$ cat config.mk
export PLATFORM = sky130hd
export DESIGN_NAME = wildcard_glob_matcher_core
export DESIGN_NICKNAME = d
export VERILOG_FILES = /design/src/rtl/wgm_pkg.sv /design/src/rtl/wgm_cell.sv /design/src/rtl/wildcard_glob_matcher_core.sv
export SDC_FILE = /design/constraint.sdc
export NUM_CORES = 1
export LEC_CHECK = 0
export BUFFER_PORTS_ARGS = -buffer_cell sky130_fd_sc_hd__clkbuf_2
export CAP_MARGIN = 20
export CORE_MARGIN = 10
export CORE_UTILIZATION = 58
export CTS_BUF_LIST = sky130_fd_sc_hd__clkbuf_8 sky130_fd_sc_hd__clkbuf_16
export DETAILED_ROUTE_END_ITERATION = 10
export PLACE_DENSITY_LB_ADDON = 0.05
export REMOVE_ABC_BUFFERS = 1
export SKIP_LAST_GASP = 1
export SLEW_MARGIN = 20
export SYNTH_ARGS = -nofsm -noshare
export SYNTH_HDL_FRONTEND = slang
export SYNTH_SLANG_ARGS = --single-unit
$ cat constraint.sdc
create_clock -name clk_i -period 3.75 [get_ports clk_i]
set_input_delay 0.75 -clock clk_i [delete_from_list [all_inputs] [get_ports clk_i]]
set_output_delay 0.75 -clock clk_i [all_outputs]
set_load 0.05 [all_outputs]
$ cat src/rtl/wgm_pkg.sv
// ----------------------------------------------------------------------------
// Wildcard glob matcher package
// Command codes, special pattern characters and the control bundle that the
// top level broadcasts to every matcher cell.
// ----------------------------------------------------------------------------
package wgm_pkg;

  typedef enum logic [1:0] {
    CMD_APPEND = 2'd0,
    CMD_TEXT   = 2'd1,
    CMD_FINISH = 2'd2,
    CMD_CLEAR  = 2'd3
  } cmd_e;

  localparam logic [7:0] STAR_CHAR = 8'h2A;
  localparam logic [7:0] ANY_CHAR  = 8'h3F;

  // Control broadcast to all cells for the word accepted in this cycle.
  typedef struct packed {
    logic       clear;        // drop the pattern and all prefix bits
    logic       rearm;        // finish: restart the text
    logic       append;       // store a pattern character in the selected cell
    logic       append_live;  // prefix bit before the appended character
    logic       text;         // advance all prefix bits by one text character
    logic [7:0] data;         // pattern or text character
  } cell_ctrl_t;

endpackage

$ cat src/rtl/wgm_cell.sv
// ----------------------------------------------------------------------------
// Wildcard glob matcher cell
// Holds one pattern character and the live bit of the pattern prefix that
// ends at it, and updates that bit from its left neighbor on each text word.
// ----------------------------------------------------------------------------
module wgm_cell
  import wgm_pkg::*;
#(
  parameter bit IsFirst = 1'b0
) (
  input  logic       clk_i,
  input  logic       rst_ni,
  input  cell_ctrl_t ctrl_i,
  input  logic       sel_i,        // this cell is the next free slot
  input  logic       prev_live_i,  // left neighbor's live bit before the update
  input  logic       prev_hit_i,   // left neighbor became live on a plain match
  input  logic       next_occ_i,   // right neighbor holds a character
  output logic       live_o,
  output logic       hit_o,
  output logic       occ_o,
  output logic       tail_o        // live bit of the last stored character
);

  logic       occ_q, occ_d;
  logic       live_q, live_d;
  logic [7:0] pat_q, pat_d;
  logic       is_star;

  assign is_star = (pat_q == STAR_CHAR);

  // A non-star position becomes live when its left neighbor was live and the
  // text character fits. Star runs are collapsed, so a star's left neighbor
  // is never a star and this hit is all a star needs from it.
  assign hit_o  = occ_q && !is_star && prev_live_i &&
                  ((pat_q == ANY_CHAR) || (pat_q == ctrl_i.data));
  assign live_o = live_q;
  assign occ_o  = occ_q;
  assign tail_o = occ_q && !next_occ_i && live_q;

  always_comb begin
    occ_d  = occ_q;
    live_d = live_q;
    pat_d  = pat_q;
    if (ctrl_i.clear) begin
      occ_d  = 1'b0;
      live_d = 1'b0;
    end else if (ctrl_i.rearm) begin
      // Only a leading star matches the empty text.
      live_d = IsFirst && occ_q && is_star;
    end else if (ctrl_i.append && sel_i) begin
      occ_d  = 1'b1;
      pat_d  = ctrl_i.data;
      live_d = (ctrl_i.data == STAR_CHAR) && ctrl_i.append_live;
    end else if (ctrl_i.text && occ_q) begin
      live_d = is_star ? (prev_hit_i || live_q) : hit_o;
    end
  end

  always_ff @(posedge clk_i or negedge rst_ni) begin
    if (!rst_ni) begin
      occ_q  <= 1'b0;
      live_q <= 1'b0;
    end else begin
      occ_q  <= occ_d;
      live_q <= live_d;
    end
  end

  always_ff @(posedge clk_i) begin
    pat_q <= pat_d;
  end

endmodule

$ cat src/rtl/wildcard_glob_matcher_core.sv
// ----------------------------------------------------------------------------
// Wildcard glob matcher core
// Matches a streamed text against a stored glob pattern with '?' and '*'.
// ----------------------------------------------------------------------------
// The block takes one word per clock cycle while its input is ready:
// pattern characters are appended with the append command (runs of '*' are
// folded into one), text characters follow with the text command, and a
// finish command yields one registered result word and restarts the
// text. A clear command forgets the pattern. The pattern lives in a row of
// PATTERN_MAX identical cells, one per pattern character; each cell keeps
// the live bit of the pattern prefix ending at its character and updates it
// from its left neighbor, so every position advances in the same cycle and
// the row takes one text character per cycle while the input is ready. A
// pattern longer than PATTERN_MAX sets a sticky overflow flag, reported as
// too_long with matched low, until the next clear. The result sits in an
// output register; the input stays ready while it is empty or being drained.
module wildcard_glob_matcher_core
  import wgm_pkg::*;
#(
  parameter int PATTERN_MAX = 64
) (
  input  logic       clk_i,
  input  logic       rst_ni,
  input  logic       s_axis_tvalid,
  output logic       s_axis_tready,
  input  logic [7:0] s_axis_tdata,   // [7:0] character
  input  logic [1:0] s_axis_tuser,   // [1:0] command
  output logic       m_axis_tvalid,
  input  logic       m_axis_tready,
  output logic [7:0] m_axis_tdata,   // [0] matched, [7:1] zero
  output logic       m_axis_tuser    // [0] too_long
);

  localparam int CntW = $clog2(PATTERN_MAX + 1);

  logic [CntW-1:0] count_q, count_d;
  logic            empty_live_q, empty_live_d;
  logic            star_last_q, star_last_d;
  logic            ovf_q, ovf_d;
  logic            out_valid_q, out_valid_d;
  logic            matched_q, matched_d;
  logic            too_long_q, too_long_d;

  logic            in_fire;
  cmd_e            cmd;
  logic            is_star;
  logic            full;
  logic            tail_live;
  logic            append_live;
  cell_ctrl_t      ctrl;

  logic [PATTERN_MAX-1:0] sel;
  logic [PATTERN_MAX-1:0] live;
  logic [PATTERN_MAX-1:0] hit;
  logic [PATTERN_MAX-1:0] occ;
  logic [PATTERN_MAX-1:0] tail;

  assign s_axis_tready = !out_valid_q || m_axis_tready;
  assign in_fire       = s_axis_tvalid && s_axis_tready;
  assign cmd           = cmd_e'(s_axis_tuser);
  assign is_star       = (s_axis_tdata == STAR_CHAR);
  assign full          = (count_q == CntW'(PATTERN_MAX));

  // Only the last stored character has its tail flag set, so the OR picks
  // the live bit of the whole pattern.
  assign tail_live   = |tail;
  assign append_live = (count_q == '0) ? empty_live_q : tail_live;

  always_comb begin
    ctrl             = '0;
    ctrl.data        = s_axis_tdata;
    ctrl.append_live = append_live;
    if (in_fire) begin
      unique case (cmd)
        CMD_APPEND: ctrl.append = !(is_star && star_last_q) && !full;
        CMD_TEXT:   ctrl.text   = 1'b1;
        CMD_FINISH: ctrl.rearm  = 1'b1;
        CMD_CLEAR:  ctrl.clear  = 1'b1;
        default:    ctrl        = ctrl;
      endcase
    end
  end

  // Sequencer state: pattern length, empty-prefix bit, star folding, overflow.
  always_comb begin
    count_d      = count_q;
    empty_live_d = empty_live_q;
    star_last_d  = star_last_q;
    ovf_d        = ovf_q;
    if (in_fire) begin
      unique case (cmd)
        CMD_APPEND: begin
          if (!(is_star && star_last_q)) begin
            if (full) begin
              ovf_d = 1'b1;
            end else begin
              count_d     = count_q + CntW'(1);
              star_last_d = is_star;
            end
          end
        end
        CMD_TEXT: begin
          empty_live_d = 1'b0;
        end
        CMD_FINISH: begin
          empty_live_d = 1'b1;
        end
        CMD_CLEAR: begin
          count_d      = '0;
          empty_live_d = 1'b1;
          star_last_d  = 1'b0;
          ovf_d        = 1'b0;
        end
        default: begin
          count_d = count_q;
        end
      endcase
    end
  end

  // Output register: loaded on finish, emptied when the sink takes the word.
  always_comb begin
    out_valid_d = out_valid_q;
    matched_d   = matched_q;
    too_long_d  = too_long_q;
    if (out_valid_q && m_axis_tready) begin
      out_valid_d = 1'b0;
    end
    if (in_fire && (cmd == CMD_FINISH)) begin
      out_valid_d = 1'b1;
      too_long_d  = ovf_q;
      matched_d   = !ovf_q && ((count_q == '0) ? empty_live_q : tail_live);
    end
  end

  always_ff @(posedge clk_i or negedge rst_ni) begin
    if (!rst_ni) begin
      count_q      <= '0;
      empty_live_q <= 1'b1;
      star_last_q  <= 1'b0;
      ovf_q        <= 1'b0;
      out_valid_q  <= 1'b0;
    end else begin
      count_q      <= count_d;
      empty_live_q <= empty_live_d;
      star_last_q  <= star_last_d;
      ovf_q        <= ovf_d;
      out_valid_q  <= out_valid_d;
    end
  end

  always_ff @(posedge clk_i) begin
    matched_q  <= matched_d;
    too_long_q <= too_long_d;
  end

  assign m_axis_tvalid = out_valid_q;
  assign m_axis_tdata  = {7'd0, matched_q};
  assign m_axis_tuser  = too_long_q;

  // The cell row: cell j holds pattern character j.
  for (genvar j = 0; j < PATTERN_MAX; j++) begin : g_cell
    logic prev_live;
    logic prev_hit;
    logic next_occ;

    assign sel[j] = (count_q == CntW'(j));

    if (j == 0) begin : g_head
      assign prev_live = empty_live_q;
      assign prev_hit  = 1'b0;
    end else begin : g_body
      assign prev_live = live[j-1];
      assign prev_hit  = hit[j-1];
    end

    if (j == PATTERN_MAX - 1) begin : g_end
      assign next_occ = 1'b0;
    end else begin : g_mid
      assign next_occ = occ[j+1];
    end

    wgm_cell #(
      .IsFirst (j == 0)
    ) u_cell (
      .clk_i       (clk_i),
      .rst_ni      (rst_ni),
      .ctrl_i      (ctrl),
      .sel_i       (sel[j]),
      .prev_live_i (prev_live),
      .prev_hit_i  (prev_hit),
      .next_occ_i  (next_occ),
      .live_o      (live[j]),
      .hit_o       (hit[j]),
      .occ_o       (occ[j]),
      .tail_o      (tail[j])
    );
  end

endmodule
After elaboration in Yosys (flattened, before gate mapping)
Index checks and enable logic that the tools add are counted.
Widths: inputs -> output; s select.
- bits of input ports: 14
- word-level logic and storage cells: 1979
- bits in registers: 653
- output and inout bits: 11
- equality and inequality tests: 266
- add/sub/neg operators: 1
- muxes and demuxes: 530
- bitwise operators: 2
- reductions and logical operators: 981
- operators by type and width (cell ; count):
    $eq 8x6->1 const B ; 130
    $mux 1 ; 523
    $eq 8x8->1 ; 64
    $logic_and 1x1->1 ; 455
    $reduce_bool 4->1 ; 64
    $eq 7x6->1 const B ; 32
    $reduce_and 3->1 ; 64
    $reduce_bool 2->1 ; 67
    $reduce_and 2->1 ; 66
    $logic_not 1->1 ; 131
    $logic_or 1x1->1 ; 128
    $eq 7x5->1 const B ; 16
    $reduce_or 64->1 ; 1
    $eq 7x4->1 const B ; 8
    $eq 7x3->1 const B ; 4
    $eq 7x2->1 const B ; 2
    $mux 7 ; 2
    $pmux 7 s2 ; 1
    $mux 13 ; 1
    $reduce_and 4->1 ; 2
    $add 7x1->7 const B ; 1
    $eq 7x1->1 const B ; 1
    $eq 7x7->1 const B ; 1
    $logic_not 7->1 ; 1
    other kinds (9) ; 15

Depth between registers and ports, before layout
Gate-level depths: netlist of the first run.
- depth in word-level cells: 15
- depth in mapped cells: 11

Modules after synthesis
Synthesis of the first run repeated with hierarchy kept, for this count alone.
- cell total of the unflattened synthesis: 3472
- area total of the unflattened synthesis: 37171.9 um2
- modules (own cells, without submodules) (module ; area an instance (um2) ; cells each ; instances):
    wgm_cell at g_cell[10].u_cell ... ; 559.3 ; 51 ; 63
    wildcard_glob_matcher_core ; 1388.8 ; 213 ; 1
    wgm_cell at g_cell[0].u_cell ; 548.0 ; 46 ; 1

Least setup slack after synthesis of the first run
Ideal clock, no wire load.
- kind: input -> register
- from: in s_axis_tuser[0]
- to: reg g_cell[48].u_cell.live_q
- stages on the path: 11
- data required time: 3.684 ns
- path buffers: 2
- data arrival time: 2.650 ns
- path slack: 1.033 ns
- setup time: 0.066 ns
- cell sequence: inv_1 -> ha_1 -> buf_2 -> nor2b_1 -> buf_2 -> and4_1 -> nand3_1 -> nor2_1 -> nor3b_1 -> a21oi_1 -> o311a_1
- word-level cells in the longest chain between the ends: 7
- ends and longest elaborated chain (item ; line ; source):
    start, declared ; wildcard_glob_matcher_core.sv:27 ; input logic [1:0] s_axis_tuser,
    $logic_not 2->1 ; wildcard_glob_matcher_core.sv:74 ; unique case (cmd)
    $mux 1 ; wildcard_glob_matcher_core.sv:74 ;
    $mux 13 (*) ; wildcard_glob_matcher_core.sv:73 ; if (in_fire) begin
    $logic_and 1x1->1 ; wgm_cell.sv:50 ; end else if (ctrl_i.append && sel_i) begin
    $mux 1 ; wgm_cell.sv:50 ;
    $mux 1 ; wgm_cell.sv:47 ; end else if (ctrl_i.rearm) begin
    $mux 1 ; wgm_cell.sv:44 ; if (ctrl_i.clear) begin
    end signal, assigned ; wgm_cell.sv:65 ; live_q <= live_d;
    end, declared ; wgm_cell.sv:25 ; logic live_q, live_d;
Mark *: on every way between the ends. The rest lies on a longest branch, timed or not.
A chain may end at the register's enable or synchronous reset.

Worst setup path after layout of the first run
- from: reg count_q[0]
- to: reg g_cell[24].u_cell.live_q
- word-level cells in the longest chain between the ends: 9
- ends and longest elaborated chain (item ; line ; source):
    start, declared ; wildcard_glob_matcher_core.sv:36 ; logic [CntW-1:0] count_q, count_d;
    start signal, assigned ; wildcard_glob_matcher_core.sv:144 ; count_q <= count_d;
    $eq 7x7->1 ; wildcard_glob_matcher_core.sv:62 ; assign full = (count_q == CntW'(PATTERN_MAX));
    $logic_not 1->1 ; wildcard_glob_matcher_core.sv:75 ; CMD_APPEND: ctrl.append = !(is_star && star_last_q) && !full;
    $logic_and 1x1->1 ; wildcard_glob_matcher_core.sv:75 ;
    $mux 1 ; wildcard_glob_matcher_core.sv:74 ;
    $mux 13 ; wildcard_glob_matcher_core.sv:73 ;
    $logic_and 1x1->1 ; wgm_cell.sv:50 ;
    $mux 1 ; wgm_cell.sv:50 ;
    $mux 1 ; wgm_cell.sv:47 ;
    $mux 1 ; wgm_cell.sv:44 ;
    end signal, assigned ; wgm_cell.sv:65 ;
    end, declared ; wgm_cell.sv:25 ;
Several ways; a longest one is shown, not always the timed one.

==> results.json, run 1 <==
{
  "cp.arrival_ns": 3.57,
  "die-area_um2": 65700,
  "wirelength_um": 87600,
  "ir_drop_uv": 413,
  "synth-seq-cells": 653,
  "dieHeight_um": 256,
  "critPathRequiredTime_ns": 4.26,
  "rsz0062_at_grt": "no",
  "post-cts-setup-buffers": 0,
  "final_common_cell": "edfxtp_1",
  "path_buf_inv": 1,
  "grt_max_degree": 101,
  "endpoint_kind": "flip-flop",
  "layout_common_cells": "edfxtp_1, xnor2_1, nand4_1",
  "cts_tree": "yes",
  "yosysWarnings": 0,
  "async_flop_share_pct": 21.3,
  "finish.utilization_pct": 65.2,
  "core_area_um2": 55200,
  "cap_violations": 0,
  "fin_nets": 2742,
  "report.final.hold_viol_count": 0,
  "clk_latency_ns": 0.61,
  "row_count": 86,
  "clock_sinks": 653,
  "grt_pass1_vias": 22200,
  "dr.first_iter.drc_count": 2137,
  "finClkSkew_ns": 0.0251,
  "drc_errors": 0,
  "dp.final_hpwl_um": 57900,
  "grt_pass1_wl_um": 134000,
  "ys_types": 92,
  "run_status": "completed",
  "period_share_pct": 81.5,
  "finalSetupTns_ns": 0,
  "syn2layout_area_growth_pct": 11.0,
  "worstMarginPinSlew_ns": 1.14,
  "antenna_found_initial": 1,
  "slowest_stage": "o21ai_0",
  "cpMostUsedCell": "o21ai_0",
  "cts_max_path_buffers": 3,
  "leakagePower_nw": 12.5,
  "synth_area_leaders": "edfxtp_1, xnor2_1, dfrtp_1",
  "synthCells": 2627,
  "path_max_fanout": 13,
  "root_buffer": "clkbuf_16",
  "holdBufCountCts": 0,
  "cts-buffers-inserted": 71,
  "boundaryPins": 25,
  "antenna_left": 0,
  "drive_gt1_share_pct": 10.0,
  "portBuffers": 17,
  "drtPass1Iterations": 5,
  "synth_edf_count": 514,
  "start_util_pct": 58.7,
  "path_class": "reg2reg",
  "period_minus_slack_ns": 3.05,
  "min_path_type": "in2async",
  "die_x_um": 256,
  "yosysTopAreaCell": "edfxtp_1",
  "ctsHtreeMaxLevel": 3,
  "grt_usage_pct": 26.2,
  "yosysTopAreaCellShare_pct": 47.7,
  "diodes": 0,
  "overflow": 0,
  "clkSlewWorstSetupHoldPaths_ns": 0.06,
  "slew_headroom_pct": 24.1,
  "syn-mean-instance-area_um2": 12.3,
  "crit_chain": "inv_1 -> ha_1 -> nand4_1 -> and3_4 -> nand3_2 -> o21ai_0 -> o21ai_0 -> nor4_1",
  "vias": 22500,
  "gp_congestion": 0.957,
  "syn_area_um2": 32400,
  "vias_per_cell": 6.39,
  "routedWlPerCell_um": 24.9,
  "ys.flop_type": "edfxtp_1",
  "cts_resized": 0,
  "critPathLaunchType": "flip-flop",
  "slew_violations": 0,
  "setup_viol": 0,
  "cp_top_family": "simple AND/OR/NAND/NOR gates",
  "ys_seq_area_share_pct": 58.4,
  "slowest_delay_ns": 0.58,
  "fmax_ghz": 0.327,
  "p_per_area_nw_per_um2": 447
}
-- flip-flops by register name, summed over array words and instances (netlist names) --
| name | count |
|---|---|
| count_q | 7 |
| empty_live_q | 1 |
| g_cell.u_cell.live_o | 64 |
| g_cell.u_cell.occ_o | 64 |
| g_cell.u_cell.pat_q | 512 |
| m_axis_tuser | 1 |
| m_axis_tvalid | 1 |
| matched_q | 1 |
| ovf_q | 1 |
| star_last_q | 1 |
-- per-stage QoR --
stage	area [um2]	worst slack [ns]	hold WS, ns	power, mW	std cells
global route	36000	0.691	0.108	16.6	3525
CTS	36000	0.824	0.0833	16.2	3525
detailed placement	33700	0.421	0.517	9.39	3394
global placement	33700	0.412	0.513	9.36	3394
finish	36000	0.695	0.0881	16.1	3525
floorplan	31500	-0.870	0.448	8.73	2512
-- cells by family after synthesis --
family	synth area share, %
muxes	0.0927
DFF	58.4
AOI/OAI and AO/OA	8.53
and+or+nand+nor	15.8
buffers and inverters	2.99
xor gates and xnor gates	13.8
other	0.0116
adders and majority gates	0.348
-- power by group --
part | internal, mW | switching, mW | total, mW | leakage [nW]
logic | 0.405 | 0.839 | 1.24 | 4.71
registers | 7.90 | 0.108 | 8.01 | 6.55
clock network | 4.02 | 2.80 | 6.82 | 1.23
-- worst reg2reg max path: cells and delay by family (launching register included) --
| family | cells | cell delay [ns] |
|---|---|---|
| and+or+nand+nor | 4 | 1.15 |
| AOI/OAI and AO/OA | 2 | 0.97 |
| DFF | 1 | 0.42 |
| adders and majority gates | 1 | 0.31 |
| buffers and inverters | 1 | 0.10 |
-- path summary, 6_finish.rpt --
| kind | startpoint | to | slack [ns] | cells after the start |
|---|---|---|---|---|
| worst min-delay path | rst_ni | g_cell[3].u_cell.live_o$_DFFE_PN0P_ | 0.09 | 1 |
| max in group asynchronous | rst_ni | g_cell[42].u_cell.occ_o$_DFFE_PN0P_ | 2.88 | 2 |
| worst min register to register | g_cell[15].u_cell.occ_o$_DFFE_PN0P_ | g_cell[15].u_cell.occ_o$_DFFE_PN0P_ | 0.53 | 2 |
| worst max-delay path | count_q[0]$_DFFE_PN0P_ | g_cell[24].u_cell.live_o$_DFFE_PN0P_ | 0.70 | 8 |
| worst max register to register | count_q[0]$_DFFE_PN0P_ | g_cell[24].u_cell.live_o$_DFFE_PN0P_ | 0.70 | 8 |
| min in group clk_i | s_axis_tdata[7] | g_cell[6].u_cell.pat_q[7]$_DFFE_PP_ | 0.37 | 1 |
-- cell usage after synthesis, types with 51 or more instances --
master / n
o22ai_1: 56
xor2_1: 56
nor2_1: 184
nand3b_1: 61
o21ai_0: 51
edfxtp_1: 514
dfrtp_1: 138
nand4_1: 204
nand3_1: 110
a21o_1: 61
nand2_1: 117
xnor2_1: 456
-- routing by layer --
layer | up-vias | global-route usage (%) | wire length [um]
met2 | 918 | 41.4 | 40500
met1 | 11300 | 35.3 | 36800
li1 | 10100 | - | -
met5 | - | 0 | 10
met4 | 2 | 10.1 | 3270
met3 | 207 | 5.18 | 7060
-- final cells by class --
cell class | instances | area, um2
clock buffer | 77 | 1880
clock inverter | 54 | 397
fill | 4169 | 19200
inverter | 26 | 97.6
multi-input combinational | 1833 | 12500
sequential | 653 | 18900
tap | 748 | 936
timing repair buffer | 134 | 1190
Power figures use the tool's default switching activity.
==> run 2: changes to the inputs <==
Clock period 3.75 ns to 2.7 ns, I/O delays scaled along.
==> results.json, run 2 (synthesis gave the netlist of run 1 again) <==
{
  "row_count": 86,
  "finClkSkew_ns": 0.0264,
  "r2r_start": "count_q[1]$_DFFE_PN0P_",
  "rrSetupSlack_ns": 0.06,
  "clock_sinks": 653,
  "cap_violations": 0,
  "cts_tree": "yes",
  "grt_pass1_wl_um": 135000,
  "largest_reg_flops": 512,
  "dieHeight_um": 256,
  "rr_endpoint": "g_cell[22].u_cell.pat_q[7]$_DFFE_PP_",
  "drc_errors": 0,
  "syn2layout_area_growth_pct": 14.7,
  "period_share_pct": 97.7,
  "p_per_area_nw_per_um2": 613,
  "endpoint_kind": "flip-flop",
  "critPathRequiredTime_ns": 2.98,
  "post-cts-setup-buffers": 0,
  "min_path_cells": 2,
  "die_x_um": 256,
  "cpMostUsedCell": "inv_1",
  "core_area_um2": 55200,
  "rsz0062_at_grt": "no",
  "antenna_left": 0,
  "grt_max_degree": 65,
  "setup.worst_path.start": "count_q[1]$_DFFE_PN0P_",
  "hold-path-endpoint": "g_cell[45].u_cell.pat_q[4]$_DFFE_PP_",
  "cts_max_path_buffers": 3,
  "grt_pass1_vias": 22200,
  "start_util_pct": 58.7,
  "critPathLaunchType": "flip-flop",
  "fin_cells": 3646,
  "fin_nets": 2866,
  "grt_usage_pct": 26.4,
  "final_common_cell": "edfxtp_1",
  "portBuffers": 17,
  "routedWlPerCell_um": 24.2,
  "r2r_cells": 7,
  "finish.utilization_pct": 67.3,
  "ctsHtreeMaxLevel": 3,
  "antenna_found_initial": 0,
  "overflow": 0,
  "dp.final_hpwl_um": 62400,
  "slew_violations": 0,
  "clkSlewWorstSetupHoldPaths_ns": 0.06,
  "vias": 23000,
  "clk_latency_ns": 0.62,
  "path_class": "reg2reg",
  "slew_headroom_pct": 33.2,
  "diodes": 0,
  "path_max_fanout": 10,
  "drtPass1Iterations": 6,
  "dr.first_iter.drc_count": 2440,
  "slowest_stage": "and3_1",
  "period_minus_slack_ns": 2.64,
  "largest_register": "g_cell.u_cell.pat_q",
  "drive_gt1_share_pct": 14.3,
  "vias_per_cell": 6.30,
  "cp.arrival_ns": 2.92,
  "run_status": "completed",
  "layout_common_cells": "edfxtp_1, xnor2_1, buf_4",
  "setup_viol": 0,
  "leakagePower_nw": 13.1,
  "crit_chain": "inv_1 -> ha_1 -> nand4_1 -> and3_4 -> and3_1 -> nand2_1 -> inv_1",
  "fin_area_um2": 37200,
  "fill_cells": 4018,
  "fmax_ghz": 0.379,
  "min_path_type": "in2reg",
  "worstMarginPinSlew_ns": 0.999,
  "wirelength_um": 88400,
  "dp_cells": 3519,
  "cts-buffers-inserted": 69,
  "boundaryPins": 25,
  "die-area_um2": 65700,
  "gp_congestion": 0.997,
  "dpl-instance-area_um2": 34800,
  "slowest_delay_ns": 0.46,
  "hp-start": "s_axis_tdata[4]",
  "root_buffer": "clkbuf_16",
  "ir_drop_uv": 547,
  "report.final.hold_viol_count": 0
}
run 2: through the flow:
stage                     TNS, ns  worst slack, ns  total power, mW  hold slack (ns)
after floorplan           -357.31            -1.71             12.1            0.244
after global placement     -34.62           -0.242             13.2            0.481
after detailed placement   -42.77           -0.263             13.2            0.489
after CTS                       0           0.0742             22.9            0.305
after global routing            0           0.0120             23.5            0.326
final                           0           0.0615             22.8            0.331
run 2: worst max-delay path by stage:
stage,end
6_report,g_cell[22].u_cell.pat_q[7]$_DFFE_PP_
5_1_grt,g_cell[22].u_cell.pat_q[5]$_DFFE_PP_
4_1_cts,g_cell[26].u_cell.pat_q[3]$_DFFE_PP_
3_5_place_dp,g_cell[7].u_cell.pat_q[7]$_DFFE_PP_
3_3_place_gp,g_cell[7].u_cell.pat_q[1]$_DFFE_PP_
2_1_floorplan,g_cell[0].u_cell.occ_o$_DFFE_PN0P_
run 2: what timing repair did:
action	CTS	global route
endpoints found under the setup margin	0	49
gates resized for setup	0	7
hold endpoints to repair	51	0
hold buffers	1	0
run 2: area by class of cell:
type | count | area, um2 | area share, %
clock buffers | 78 | 1880 | 5.07
clock inverters | 48 | 439 | 1.18
inverters | 26 | 97.6 | 0.263
multi-input cells | 1833 | 12600 | 33.8
flip-flops and latches | 653 | 18900 | 50.9
well taps | 748 | 936 | 2.52
repair buffers | 260 | 2330 | 6.27
run 2: power by group:
| part | internal (mW) | total [mW] | switching (mW) | leakage [nW] |
|---|---|---|---|---|
| Clock | 5.77 | 9.72 | 3.95 | 1.22 |
| Sequential | 11.0 | 11.1 | 0.127 | 6.55 |
| Combinational | 0.752 | 1.94 | 1.19 | 5.37 |
run 2: per-layer routing:
layer | part of all wire [%] | vias to the layer above | GRT usage (%)
met5 | 0 | - | 0
met4 | 2.5 | 0 | 7.49
met3 | 7.3 | 153 | 4.12
met2 | 47 | 899 | 42.4
met1 | 43 | 11600 | 36.7
li1 | - | 10400 | -
run 2: critical path: cells and delay by family, from the launching register on:
kind / cells / cell delay [ns]
flops: 1 / 0.39
simple gates: 4 / 1.24
fa+ha+maj: 1 / 0.25
buf+inv: 2 / 0.43
